==> src/design/ftnp_pkg.sv <==
package ftnp_pkg;

    localparam int NETS_DEF      = 4;
    localparam int PORTS_DEF     = 64;
    localparam int LOAD_BITS_DEF = 48;

    localparam int RATE_BITS     = 19;
    localparam int RATE_REGS     = 4;
    localparam int CFG_IDX_BITS  = 3;
    localparam int EPOCH_BITS    = 8;
    localparam int NET_BITS_MAX  = 3;

    localparam logic [RATE_BITS-1:0] RATE0_RESET = 19'd100000;

    // Configuration register indexes.
    localparam logic [CFG_IDX_BITS-1:0] REG_RATE0 = 3'd0;
    localparam logic [CFG_IDX_BITS-1:0] REG_RATE1 = 3'd1;
    localparam logic [CFG_IDX_BITS-1:0] REG_RATE2 = 3'd2;
    localparam logic [CFG_IDX_BITS-1:0] REG_RATE3 = 3'd3;
    localparam logic [CFG_IDX_BITS-1:0] REG_MODE  = 3'd4;

    typedef struct packed {
        logic        first_of_group;
        logic        has_demand;
        logic [5:0]  src_port;
        logic [5:0]  dst_port;
        logic [39:0] bits_left;
    } t_req;

    typedef struct packed {
        logic [1:0] chosen_net;
        logic       raises_bottleneck;
        logic       load_saturated;
    } t_result;

    typedef enum logic [3:0] {
        S_CLEAR,
        S_IDLE,
        S_DISPATCH,
        S_READ,
        S_LOAD,
        S_EVAL,
        S_MUL_LO,
        S_MUL_HI,
        S_ADD,
        S_CMP,
        S_PASS_END,
        S_WB_READ,
        S_WB_LOAD,
        S_WB_WRITE
    } t_state;

    typedef struct packed {
        logic                    latch;
        logic                    sweep;
        logic                    rd;
        logic                    use_best;
        logic                    ld;
        logic                    ev;
        logic                    pass;
        logic                    mlo;
        logic                    mhi;
        logic                    add;
        logic                    cmp;
        logic                    pass_start;
        logic                    wld;
        logic                    write;
        logic                    emit_dummy;
        logic                    emit_none;
        logic [NET_BITS_MAX-1:0] net;
    } t_cmd;

    typedef struct packed {
        logic need_sweep;
        logic sweep_last;
        logic has_demand;
        logic rate_zero;
        logic best_vld;
        logic crit;
        logic mode;
    } t_stat;

endpackage

==> src/design/ftnp_ctrl.sv <==
module ftnp_ctrl #(
    parameter int NETS = ftnp_pkg::NETS_DEF
) (
    input  logic            i_clk,
    input  logic            i_rst_n,
    input  logic            i_start,
    input  ftnp_pkg::t_stat i_stat,
    output ftnp_pkg::t_cmd  o_cmd,
    output logic            o_busy
);
    import ftnp_pkg::*;

    localparam int NW = (NETS > 1) ? $clog2(NETS) : 1;

    t_state          r_state, n_state;
    logic [NW-1:0]   r_net, n_net;
    logic            r_pass, n_pass;
    logic            r_pending, n_pending;

    always_ff @(posedge i_clk) begin
        if (!i_rst_n) begin
            r_state   <= S_CLEAR;
            r_net     <= '0;
            r_pass    <= 1'b0;
            r_pending <= 1'b0;
        end else begin
            r_state   <= n_state;
            r_net     <= n_net;
            r_pass    <= n_pass;
            r_pending <= n_pending;
        end
    end

    always_comb begin
        n_state   = r_state;
        n_net     = r_net;
        n_pass    = r_pass;
        n_pending = r_pending;
        o_cmd     = '0;
        o_cmd.net  = NET_BITS_MAX'(r_net);
        o_cmd.pass = r_pass;
        o_busy    = (r_state != S_IDLE);
        unique case (r_state)
            S_CLEAR: begin
                o_cmd.sweep = 1'b1;
                if (i_stat.sweep_last) begin
                    n_state   = r_pending ? S_DISPATCH : S_IDLE;
                    n_pending = 1'b0;
                end
            end
            S_IDLE: begin
                if (i_start) begin
                    o_cmd.latch = 1'b1;
                    if (i_stat.need_sweep) begin
                        n_state   = S_CLEAR;
                        n_pending = 1'b1;
                    end else begin
                        n_state = S_DISPATCH;
                    end
                end
            end
            S_DISPATCH: begin
                if (!i_stat.has_demand) begin
                    o_cmd.emit_dummy = 1'b1;
                    n_state = S_IDLE;
                end else begin
                    n_net   = '0;
                    n_pass  = 1'b0;
                    n_state = S_READ;
                end
            end
            S_READ: begin
                if (i_stat.rate_zero) begin
                    if (r_net == NW'(NETS - 1)) begin
                        n_state = S_PASS_END;
                    end else begin
                        n_net = r_net + 1'b1;
                    end
                end else begin
                    o_cmd.rd = 1'b1;
                    n_state  = S_LOAD;
                end
            end
            S_LOAD: begin
                o_cmd.ld = 1'b1;
                n_state  = S_EVAL;
            end
            S_EVAL: begin
                o_cmd.ev = 1'b1;
                // The first candidate of a pass is taken without a compare.
                n_state  = i_stat.best_vld ? S_MUL_LO : S_CMP;
            end
            S_MUL_LO: begin
                o_cmd.mlo = 1'b1;
                n_state   = S_MUL_HI;
            end
            S_MUL_HI: begin
                o_cmd.mhi = 1'b1;
                n_state   = S_ADD;
            end
            S_ADD: begin
                o_cmd.add = 1'b1;
                n_state   = S_CMP;
            end
            S_CMP: begin
                o_cmd.cmp = 1'b1;
                if (r_net == NW'(NETS - 1)) begin
                    n_state = S_PASS_END;
                end else begin
                    n_net   = r_net + 1'b1;
                    n_state = S_READ;
                end
            end
            S_PASS_END: begin
                if (!i_stat.best_vld) begin
                    o_cmd.emit_none = 1'b1;
                    n_state = S_IDLE;
                end else if (!r_pass && !i_stat.crit && i_stat.mode) begin
                    o_cmd.pass_start = 1'b1;
                    n_pass  = 1'b1;
                    n_net   = '0;
                    n_state = S_READ;
                end else begin
                    n_state = S_WB_READ;
                end
            end
            S_WB_READ: begin
                o_cmd.rd       = 1'b1;
                o_cmd.use_best = 1'b1;
                n_state        = S_WB_LOAD;
            end
            S_WB_LOAD: begin
                o_cmd.wld      = 1'b1;
                o_cmd.use_best = 1'b1;
                n_state        = S_WB_WRITE;
            end
            S_WB_WRITE: begin
                o_cmd.write    = 1'b1;
                o_cmd.use_best = 1'b1;
                n_state        = S_IDLE;
            end
            default: begin
                n_state = S_IDLE;
            end
        endcase
    end

endmodule

==> config.mk <==
export PLATFORM = sky130hd
export DESIGN_NAME = ftnp_ctrl
export DESIGN_NICKNAME = d
export VERILOG_FILES = /design/src/design/ftnp_pkg.sv /design/src/design/ftnp_ctrl.sv
export SDC_FILE = /design/constraint.sdc
export NUM_CORES = 1
export LEC_CHECK = 0
export BUFFER_PORTS_ARGS = -buffer_cell sky130_fd_sc_hd__buf_2
export CAP_MARGIN = 30
export CORE_MARGIN = 5
export CORE_UTILIZATION = 52
export DETAILED_ROUTE_END_ITERATION = 10
export HOLD_SLACK_MARGIN = 0.08
export PLACE_DENSITY = 0.83
export SLEW_MARGIN = 20
export SYNTH_ARGS = -nofsm -noshare
export SYNTH_HDL_FRONTEND = slang
export SYNTH_SLANG_ARGS = --single-unit
==> constraint.sdc <==
create_clock -name i_clk -period 3 [get_ports i_clk]
set_input_delay 0.15 -clock i_clk [delete_from_list [all_inputs] [get_ports i_clk]]
set_output_delay 0.15 -clock i_clk [all_outputs]
set_load 0.01 [all_outputs]
==> results of run 1 <==
==> cell usage after synthesis, types with 2 or more instances <==
master	n	share of area [%]
nand4_1	3	2.2
mux2i_1	3	3.5
buf_2	6	3.5
buf_4	4	3.5
nand2b_1	5	3.6
nand3_1	4	2.3
nor3_1	7	4.1
nand2_1	10	4.4
nor2_1	16	7.0
dfxtp_1	8	19
inv_1	4	1.8
a21oi_1	7	4.1
and3_1	3	2.2
nor2b_1	3	2.2
nand3b_1	2	1.8
o21ai_0	5	2.9
==> cells in the final DEF, fill, tap and decap left out, types with 2 or more instances in the layout <==
cell type / netlist / final
a21oi_1: 7 / 7
and3_1: 3 / 3
buf_2: 6 / 28
clkbuf_4: 0 / 3
dfxtp_1: 8 / 8
inv_1: 4 / 4
mux2i_1: 3 / 3
nand2_1: 10 / 10
nand2b_1: 5 / 5
nand3_1: 4 / 4
nand3b_1: 2 / 2
nand4_1: 3 / 3
nor2_1: 16 / 16
nor2b_1: 3 / 3
nor3_1: 7 / 7
o21ai_0: 5 / 5
==> flip-flops by register name, indices dropped and copies added (netlist names) <==
signal / count
r_net: 2
r_pass: 1
r_pending: 1
r_state: 4
==> critical path, stage by stage (launching register included) <==
cell,delay [ns]
dfxtp_1,0.79
inv_1,0.25
nor2_1,0.29
mux2i_1,0.12
nor2_1,0.10
buf_2,0.13
==> metal layers <==
layer	wire length [um]	part of all wire, %
met4	36	1.6
met5	0	0
met3	223	9.6
met2	1090	47
met1	970	42
==> through the flow <==
stage	cell area, sq um	worst slack (ns)
final	968	0.908
after global routing	968	0.705
after CTS	968	0.918
after detailed placement	946	1.08
after global placement	946	1.21
after floorplan	857	1.52
==> cells by family (layout without fill, tap and decap cells) <==
family	Yosys count	count (layout)	share of synthesized area (%)
AOI/OAI and AO/OA	31	31	28.3
and+or+nand+nor	59	59	36.2
DFF	8	8	18.7
adders and majority gates	1	1	1.46
other	1	1	0.438
buffers and inverters	15	35	10.1
muxes	4	4	4.82
==> power breakdown <==
group          switching [mW]  leakage (nW)  internal, mW  total (mW)
clock                  0.0353        0.0138        0.0457      0.0810
sequential             0.0206        0.0649         0.111       0.132
combinational          0.0559         0.358        0.0416      0.0974
total                   0.112         0.437         0.198       0.310
==> path summary, 6_finish.rpt <==
kind | startpoint | endpoint | depth (start not counted)
setup / recovery | r_state[0] | o_cmd[15] | 5
hold / removal | i_stat[6] | r_pending | 3
setup reg to reg | r_state[0] | r_net[0] | 4
hold reg to reg | r_net[1] | r_net[1] | 2
==> cell type report <==
cell class              instances  area (sq um)
inverters                       4          15.0
clock buffers                   3          22.5
multi-input cells              96           611
fillers                       150           573
repair buffers                 28           140
flip-flops and latches          8           160
well taps                      16          20.0
==> run summary, run 1 <==
Post-cts resize count: 0
Num CTS Buffers: 3
Fin. Hold Viols: 0
Unrepaired setup endpoints after global routing: false
Clock transition at path regs: 0.05 ns
Mean routed wirelength per cell: 15.0 um
Pwr dens: 320 nW/um^2
Run status: completed
Synth Register Bits: 8
Synthesized cell area: 857 sq um
Die extent in y: 50.6 um
Leakage: 0.437 nW
Netlist cell types: 45
Routed WL: 2320 um
Met2 usage: 30.0%
Worst-case clock skew: 0.00320 ns
Post-DRT Antenna Nets: 0
Global Route met3 Usage: 6.80%
Final setup vio count: 0
Synthesized net count: 130
Post-Route Utilization: 62.8%
Placed Instances: 152
Worst EP arrival: 1.94 ns
Busiest metal layer after global routing: met2
Final period util: 69.7%
Sequential element share of the synthesized area: 18.7%
Clk Latency, worst-skew pair: 0.26 ns
Max Cap Viol: 0
M1 GR Usage: 23.2%
Initial antenna violation count: 0
Vias: 961
Tmin final: 2.09 ns
Vias per cell: 6.20
Net count, final: 152
Row count: 14
Clk sink count: 8
Actual slew at the worst max-slew pin: 0.744 ns
Cells after Synth: 119
Fmax: 0.478 GHz
Sum Neg Setup Slack: 0 ns
IO Pins: 30
Share of post-route cells with drive strength above 1: 27.3%
CTS HTree Levels: 1
Worst hold margin: 0.178 ns
Largest net degree at the start of global routing: 25
Longest Clk Path Bufs: 2
Grt ovf: 0
CTS tree: yes
Element type at the critical path start: flip-flop
N_diodes: 0
WS Path Type: flip-flop to output pin
Power, Total: 310 uW
Drt drc: 0
Post-synth EDFFs: 0
Yosys warnings: 0
DRT Pass-1 Iters: 4
GRT Total Usage: 18.9%
Die area: 2560 sq um
Fin. max-slew vios: 0
Slew headroom: 50.3%
Max IR drop VDD: 0.225 mV
Initial core utilization: 55.6%
Die X-Extent: 50.6 um
Class of the worst hold path: input pin to flip-flop
Cell Count, Final, Fillers Out: 155
Worst Path Max Fanout: 24
Syn avg cell area: 7.20 sq um
Vias in the first global route: 884
First-pass GRT wire length: 3890 um
Dominant synthesized flop cell: dfxtp_1
Postcts setup bufs: 0
Synth-to-Final Area Change: 13.0%
IO Port Bufs: 28
CP Capture Type: output pin
Setup slack, reg-to-reg: 1.06 ns
Post-DP HPWL: 1760 um
CTS Hold Bufs: 0
Worst Path Required: 2.85 ns
Ys async rst share: 0%
Drt initial violations: 26
Core Area: 1540 sq um
Final RePlAce weighted congestion: 0.911
CTS root buffer: clkbuf_4
Power figures use the tool's default switching activity.
==> run 2, diff against run 1 <==
Settings changed: ABC_AREA from default to 1, CORE_UTILIZATION 52 to 42, PLACE_DENSITY 0.83 to 0.74.
Clock period 3 ns to 1.8 ns, I/O delays scaled along.
==> run summary, run 2 <==
Synthesized net count: 152
Vias: 930
Fin. max-slew vios: 0
CTS tree: yes
IO Pins: 30
Run status: completed
IO Port Bufs: 28
Class of the worst hold path: input pin to flip-flop
Cells after Synth: 141
Sum Neg Setup Slack: 0 ns
Core Area: 1690 sq um
M1 GR Usage: 20.4%
Max Cap Viol: 0
Vias per cell: 4.97
First-pass GRT wire length: 3120 um
FILL cells: 190
Clk sink count: 8
Final RePlAce weighted congestion: 0.875
Unrepaired setup endpoints after global routing: false
Met2 usage: 23.0%
Synth top area share: 22.9%
Synth top cells by count: nand2_1 (45), nor2_1 (26), inv_1 (24)
Netlist cell types: 17
Clock power frac: 15.6%
Net count, final: 183
Num CTS Buffers: 3
Internal power: 466 uW
Vias in the first global route: 766
Post-Route Utilization: 53.6%
Synth Register Bits: 8
Initial core utilization: 43.6%
N_diodes: 0
Synth-to-Final Area Change: 22.9%
Reg area: 160 sq um
Die extent in y: 51.9 um
Fmax: 0.618 GHz
Clk Latency, worst-skew pair: 0.25 ns
Reg power frac: 30.7%
Drt drc: 0
Worst-case clock skew: 0.00486 ns
Largest net degree at the start of global routing: 8
Most common cell in the synthesized netlist: nand2_1
GRT Total Usage: 15.5%
Grt ovf: 0
Syn avg cell area: 5.23 sq um
Leakage: 0.597 nW
Worst Path Max Fanout: 6
Area of the multi-input gates: 468 sq um
Row count: 15
CTS root buffer: clkbuf_4
Postcts setup bufs: 0
Top cells by area, synth: nand2_1 (23%), dfxtp_1 (22%), nor2_1 (13%)
Final Instance Area: 906 sq um
DRT Pass-1 Iters: 4
Die X-Extent: 51.9 um
Die area: 2690 sq um
Global Route met3 Usage: 2.29%
Element type at the critical path start: flip-flop
Switching Share: 46.0%
Final period util: 89.9%
CTS Hold Bufs: 0
Post-DP HPWL: 1680 um
Fin. Hold Viols: 0
Post-cts resize count: 0
Dominant synthesized flop cell: dfxtp_1
Tmin final: 1.62 ns
Sequential element share of the synthesized area: 21.7%
Largest registers: r_state: 4 flops, r_net: 2 flops
Mean routed wirelength per cell: 10.3 um
Max IR drop VDD: 0.842 mV
Worst hold margin: 0.123 ns
Switching power: 397 uW
Ys async rst share: 0%
Yosys top cell by area: nand2_1
Top reg by flops: r_state
Most frequent cells in the layout: nand2_1 (45), buf_2 (28), nor2_1 (26), inv_1 (24)
Worst Path Required: 1.71 ns
Drt initial violations: 22
Pwr dens: 953 nW/um^2
Placed instance area: 883 sq um
CTS HTree Levels: 1
Longest Clk Path Bufs: 2
Yosys warnings: 0
WS Path Type: flip-flop to output pin
Share of post-route cells with drive strength above 1: 24.1%
Logic pwr share: 53.7%
Flip-flop count of the largest register after layout: 4
Clock transition at path regs: 0.05 ns
Post-DRT Antenna Nets: 0
CP Capture Type: output pin
Routed WL: 1930 um
Commonest non-fill, non-tap cell in the layout: nand2_1
Post-synth EDFFs: 0
Power, Total: 863 uW
Final setup vio count: 0
Synthesized cell area: 737 sq um
Worst EP arrival: 1.53 ns
Busiest metal layer after global routing: met2
Initial antenna violation count: 0
-- run 2: cell types whose count changed after synthesis, sizes merged, moves of 2 or more --
cell / delta
nand2: +37
inv: +21
nor2: +15
buf: -9
nor3: -7
nand2b: -5
nand3: +4
and3: -3
mux2i: -3
nand4: -3
nor2b: -3
a2111oi: -2
-- run 2: through the flow --
stage                     cells  setup WS (ns)
after CTS                   187          0.200
after global placement      184          0.413
final                       187          0.181
after floorplan             141          0.593
after detailed placement    184          0.388
after global routing        187         0.0670
-- run 2: logic make-up after synthesis --
family          after synthesis  share of synthesized area (%)
simple gates                 89                           50.4
buf+inv                      27                           14.8
compound gates               15                           10.9
flops                         8                           21.7
fa+ha+maj                     1                           1.70
other cells                   1                          0.509
-- run 2: final cells by class --
class / instances / area share (%)
tap: 17 / 2.35
timing repair buffer: 28 / 15.5
inverter: 25 / 10.4
clock buffer: 3 / 2.49
multi-input combinational: 106 / 51.7
sequential: 8 / 17.7
-- run 2: critical path, stage by stage, from the launching register on --
cell and delay, ns:
dfxtp_1 0.35, nand2_1 0.12, inv_1 0.10, nand2_1 0.09
o21ai_0 0.16, or2_2 0.31, buf_2 0.14
-- run 2: worst paths after layout --
check / depth (start not counted) / slack, ns / endpoint / startpoint
worst max-delay path: 6 / 0.18 / o_cmd[15] / r_state[0]
worst min-delay path: 3 / 0.12 / r_state[0] / i_rst_n
worst max register to register: 9 / 0.36 / r_net[0] / r_state[3]
worst min register to register: 2 / 0.46 / r_pass / r_pass
-- run 2: power by group through the flow --
stage          Combinational [mW]  Clock [mW]  Sequential [mW]
3_5_place_dp                0.463           0            0.267
3_3_place_gp                0.460           0            0.264
5_1_grt                     0.531       0.145            0.270
4_1_cts                     0.466       0.137            0.263
6_report                    0.464       0.135            0.265
2_1_floorplan               0.339           0            0.267
-- run 2: metal layers --
| metal | vias up | share of wire, % | wire length, um |
|---|---|---|---|
| met4 | 0 | 2.3 | 44 |
| li1 | 484 | - | - |
| met3 | 4 | 5.1 | 99 |
| met1 | 419 | 45 | 878 |
| met2 | 23 | 47 | 909 |
| met5 | - | 0 | 0 |
==> run 3, diff against run 2 <==
Settings changed: CORE_ASPECT_RATIO from default to 0.9.
==> run summary, run 3 (synthesis gave the netlist of run 2 again) <==
Run status: completed
Max Cap Viol: 0
First-pass GRT wire length: 3340 um
Commonest non-fill, non-tap cell in the layout: nand2_1
Num CTS Buffers: 3
Grt ovf: 0
Final Instance Area: 915 sq um
Switching power: 411 uW
Largest registers: r_state: 4 flops, r_net: 2 flops
Fmax: 0.613 GHz
Largest net degree at the start of global routing: 8
Slowest Stage Delay on Critical Path: 0.36 ns
Vias per cell: 4.82
Fin. max-slew vios: 0
GRT Total Usage: 16.6%
IO Port Bufs: 28
Synth-to-Final Area Change: 24.1%
IO Pins: 30
Sum Neg Setup Slack: 0 ns
DRT Pass-1 Iters: 4
WS Path Type: flip-flop to output pin
Worst path top cell family by delay: simple AND/OR/NAND/NOR gates
Postcts setup bufs: 0
Most frequent cells in the layout: nand2_1 (45), buf_2 (28), nor2_1 (26), inv_1 (24)
Pwr dens: 960 nW/um^2
CTS HTree Levels: 1
Die X-Extent: 54.2 um
CP most frequent cell: nand2_1
Class of the worst hold path: input pin to flip-flop
Initial antenna violation count: 0
Switching Share: 46.8%
Clock power frac: 16.3%
Vias in the first global route: 826
Post-cts resize count: 0
Final period util: 90.7%
Clk sink count: 8
Fin. Hold Viols: 0
Top reg by flops: r_state
Die extent in y: 49.7 um
Worst Path Required: 1.71 ns
Cells along the critical path: nand2_1, inv_1, nand2_1, o21ai_0, or2_2, buf_2
CTS tree: yes
Logic pwr share: 53.4%
Mean routed wirelength per cell: 10.8 um
Slowest-stage cell, CP: dfxtp_1
Unrepaired setup endpoints after global routing: false
Vias: 936
Post-DRT Antenna Nets: 0
Initial core utilization: 44.3%
WP buf/inv: 2
Core Area: 1660 sq um
N_diodes: 0
Internal power: 467 uW
Die area: 2690 sq um
Drt drc: 0
Drt initial violations: 30
Tmin final: 1.63 ns
Leakage: 0.597 nW
Net count, final: 183
Element type at the critical path start: flip-flop
Worst-case clock skew: 0.00668 ns
Final RePlAce weighted congestion: 0.913
CTS root buffer: clkbuf_4
Final setup vio count: 0
CP Capture Type: output pin
Routed WL: 2090 um
Flip-flop count of the largest register after layout: 4
Worst EP arrival: 1.54 ns
Row count: 14
Worst Path Max Fanout: 6
Longest Clk Path Bufs: 2
Clk Latency, worst-skew pair: 0.26 ns
Max IR drop VDD: 0.495 mV
CTS Hold Bufs: 0
Reg power frac: 30.3%
Clock transition at path regs: 0.06 ns
FILL cells: 188
Placed instance area: 892 sq um
Share of post-route cells with drive strength above 1: 24.1%
Post-DP HPWL: 1790 um
-- run 3: cell counts in the layout (fill, tap and decap cells not counted) --
Identical to the previous run, type by type.
-- run 3: routing by layer --
layer | up-vias | track usage (%) | share of wire [%]
li1 | 486 | - | -
met1 | 403 | 20.4 | 45
met2 | 45 | 26.1 | 45
met3 | 2 | 3.92 | 9.5
met4 | 0 | 8.71 | 0.57
met5 | - | 0 | 0
-- run 3: final timing paths --
path                                 start         to  slack, ns  depth (start not counted)
worst max register to register  r_state[0]   r_net[1]       0.33                          9
worst min-delay path             i_stat[2]     r_pass       0.11                          3
worst min register to register      r_pass     r_pass       0.46                          2
worst max-delay path            r_state[0]  o_cmd[15]       0.17                          6
-- run 3: cell type report --
| class | instances | area, sq um | share of cell area [%] |
|---|---|---|---|
| inverter | 25 | 93.8 | 10.3 |
| multi-input combinational | 106 | 468 | 51.2 |
| sequential | 8 | 160 | 17.5 |
| clock buffer | 3 | 22.5 | 2.46 |
| tap | 24 | 30.0 | 3.28 |
| timing repair buffer | 28 | 140 | 15.3 |
-- run 3: worst min-delay path: cells and delay by family --
kind | cells | cell delay (ns)
buffers and inverters | 1 | 0.12
AND/OR/NAND/NOR | 1 | 0.07
AO/OA/AOI/OAI | 1 | 0.05
-- run 3: per-stage QoR --
stage,util [%],hold WS (ns),setup WS (ns),power (mW),std cells
6_report,55.0,0.106,0.168,0.878,194
5_1_grt,55.0,0.122,0.0945,0.958,194
4_1_cts,55.0,0.105,0.184,0.881,194
3_5_place_dp,53.6,0.383,0.348,0.737,191
3_3_place_gp,53.6,0.381,0.363,0.731,191
2_1_floorplan,-,0.211,0.593,0.606,141
-- run 3: power by group through the flow --
stage	registers (mW)	clock network, mW	logic (mW)
after floorplan	0.267	0	0.339
after global placement	0.268	0	0.463
after detailed placement	0.268	0	0.468
after CTS	0.265	0.146	0.470
after global routing	0.271	0.147	0.541
final	0.266	0.143	0.469
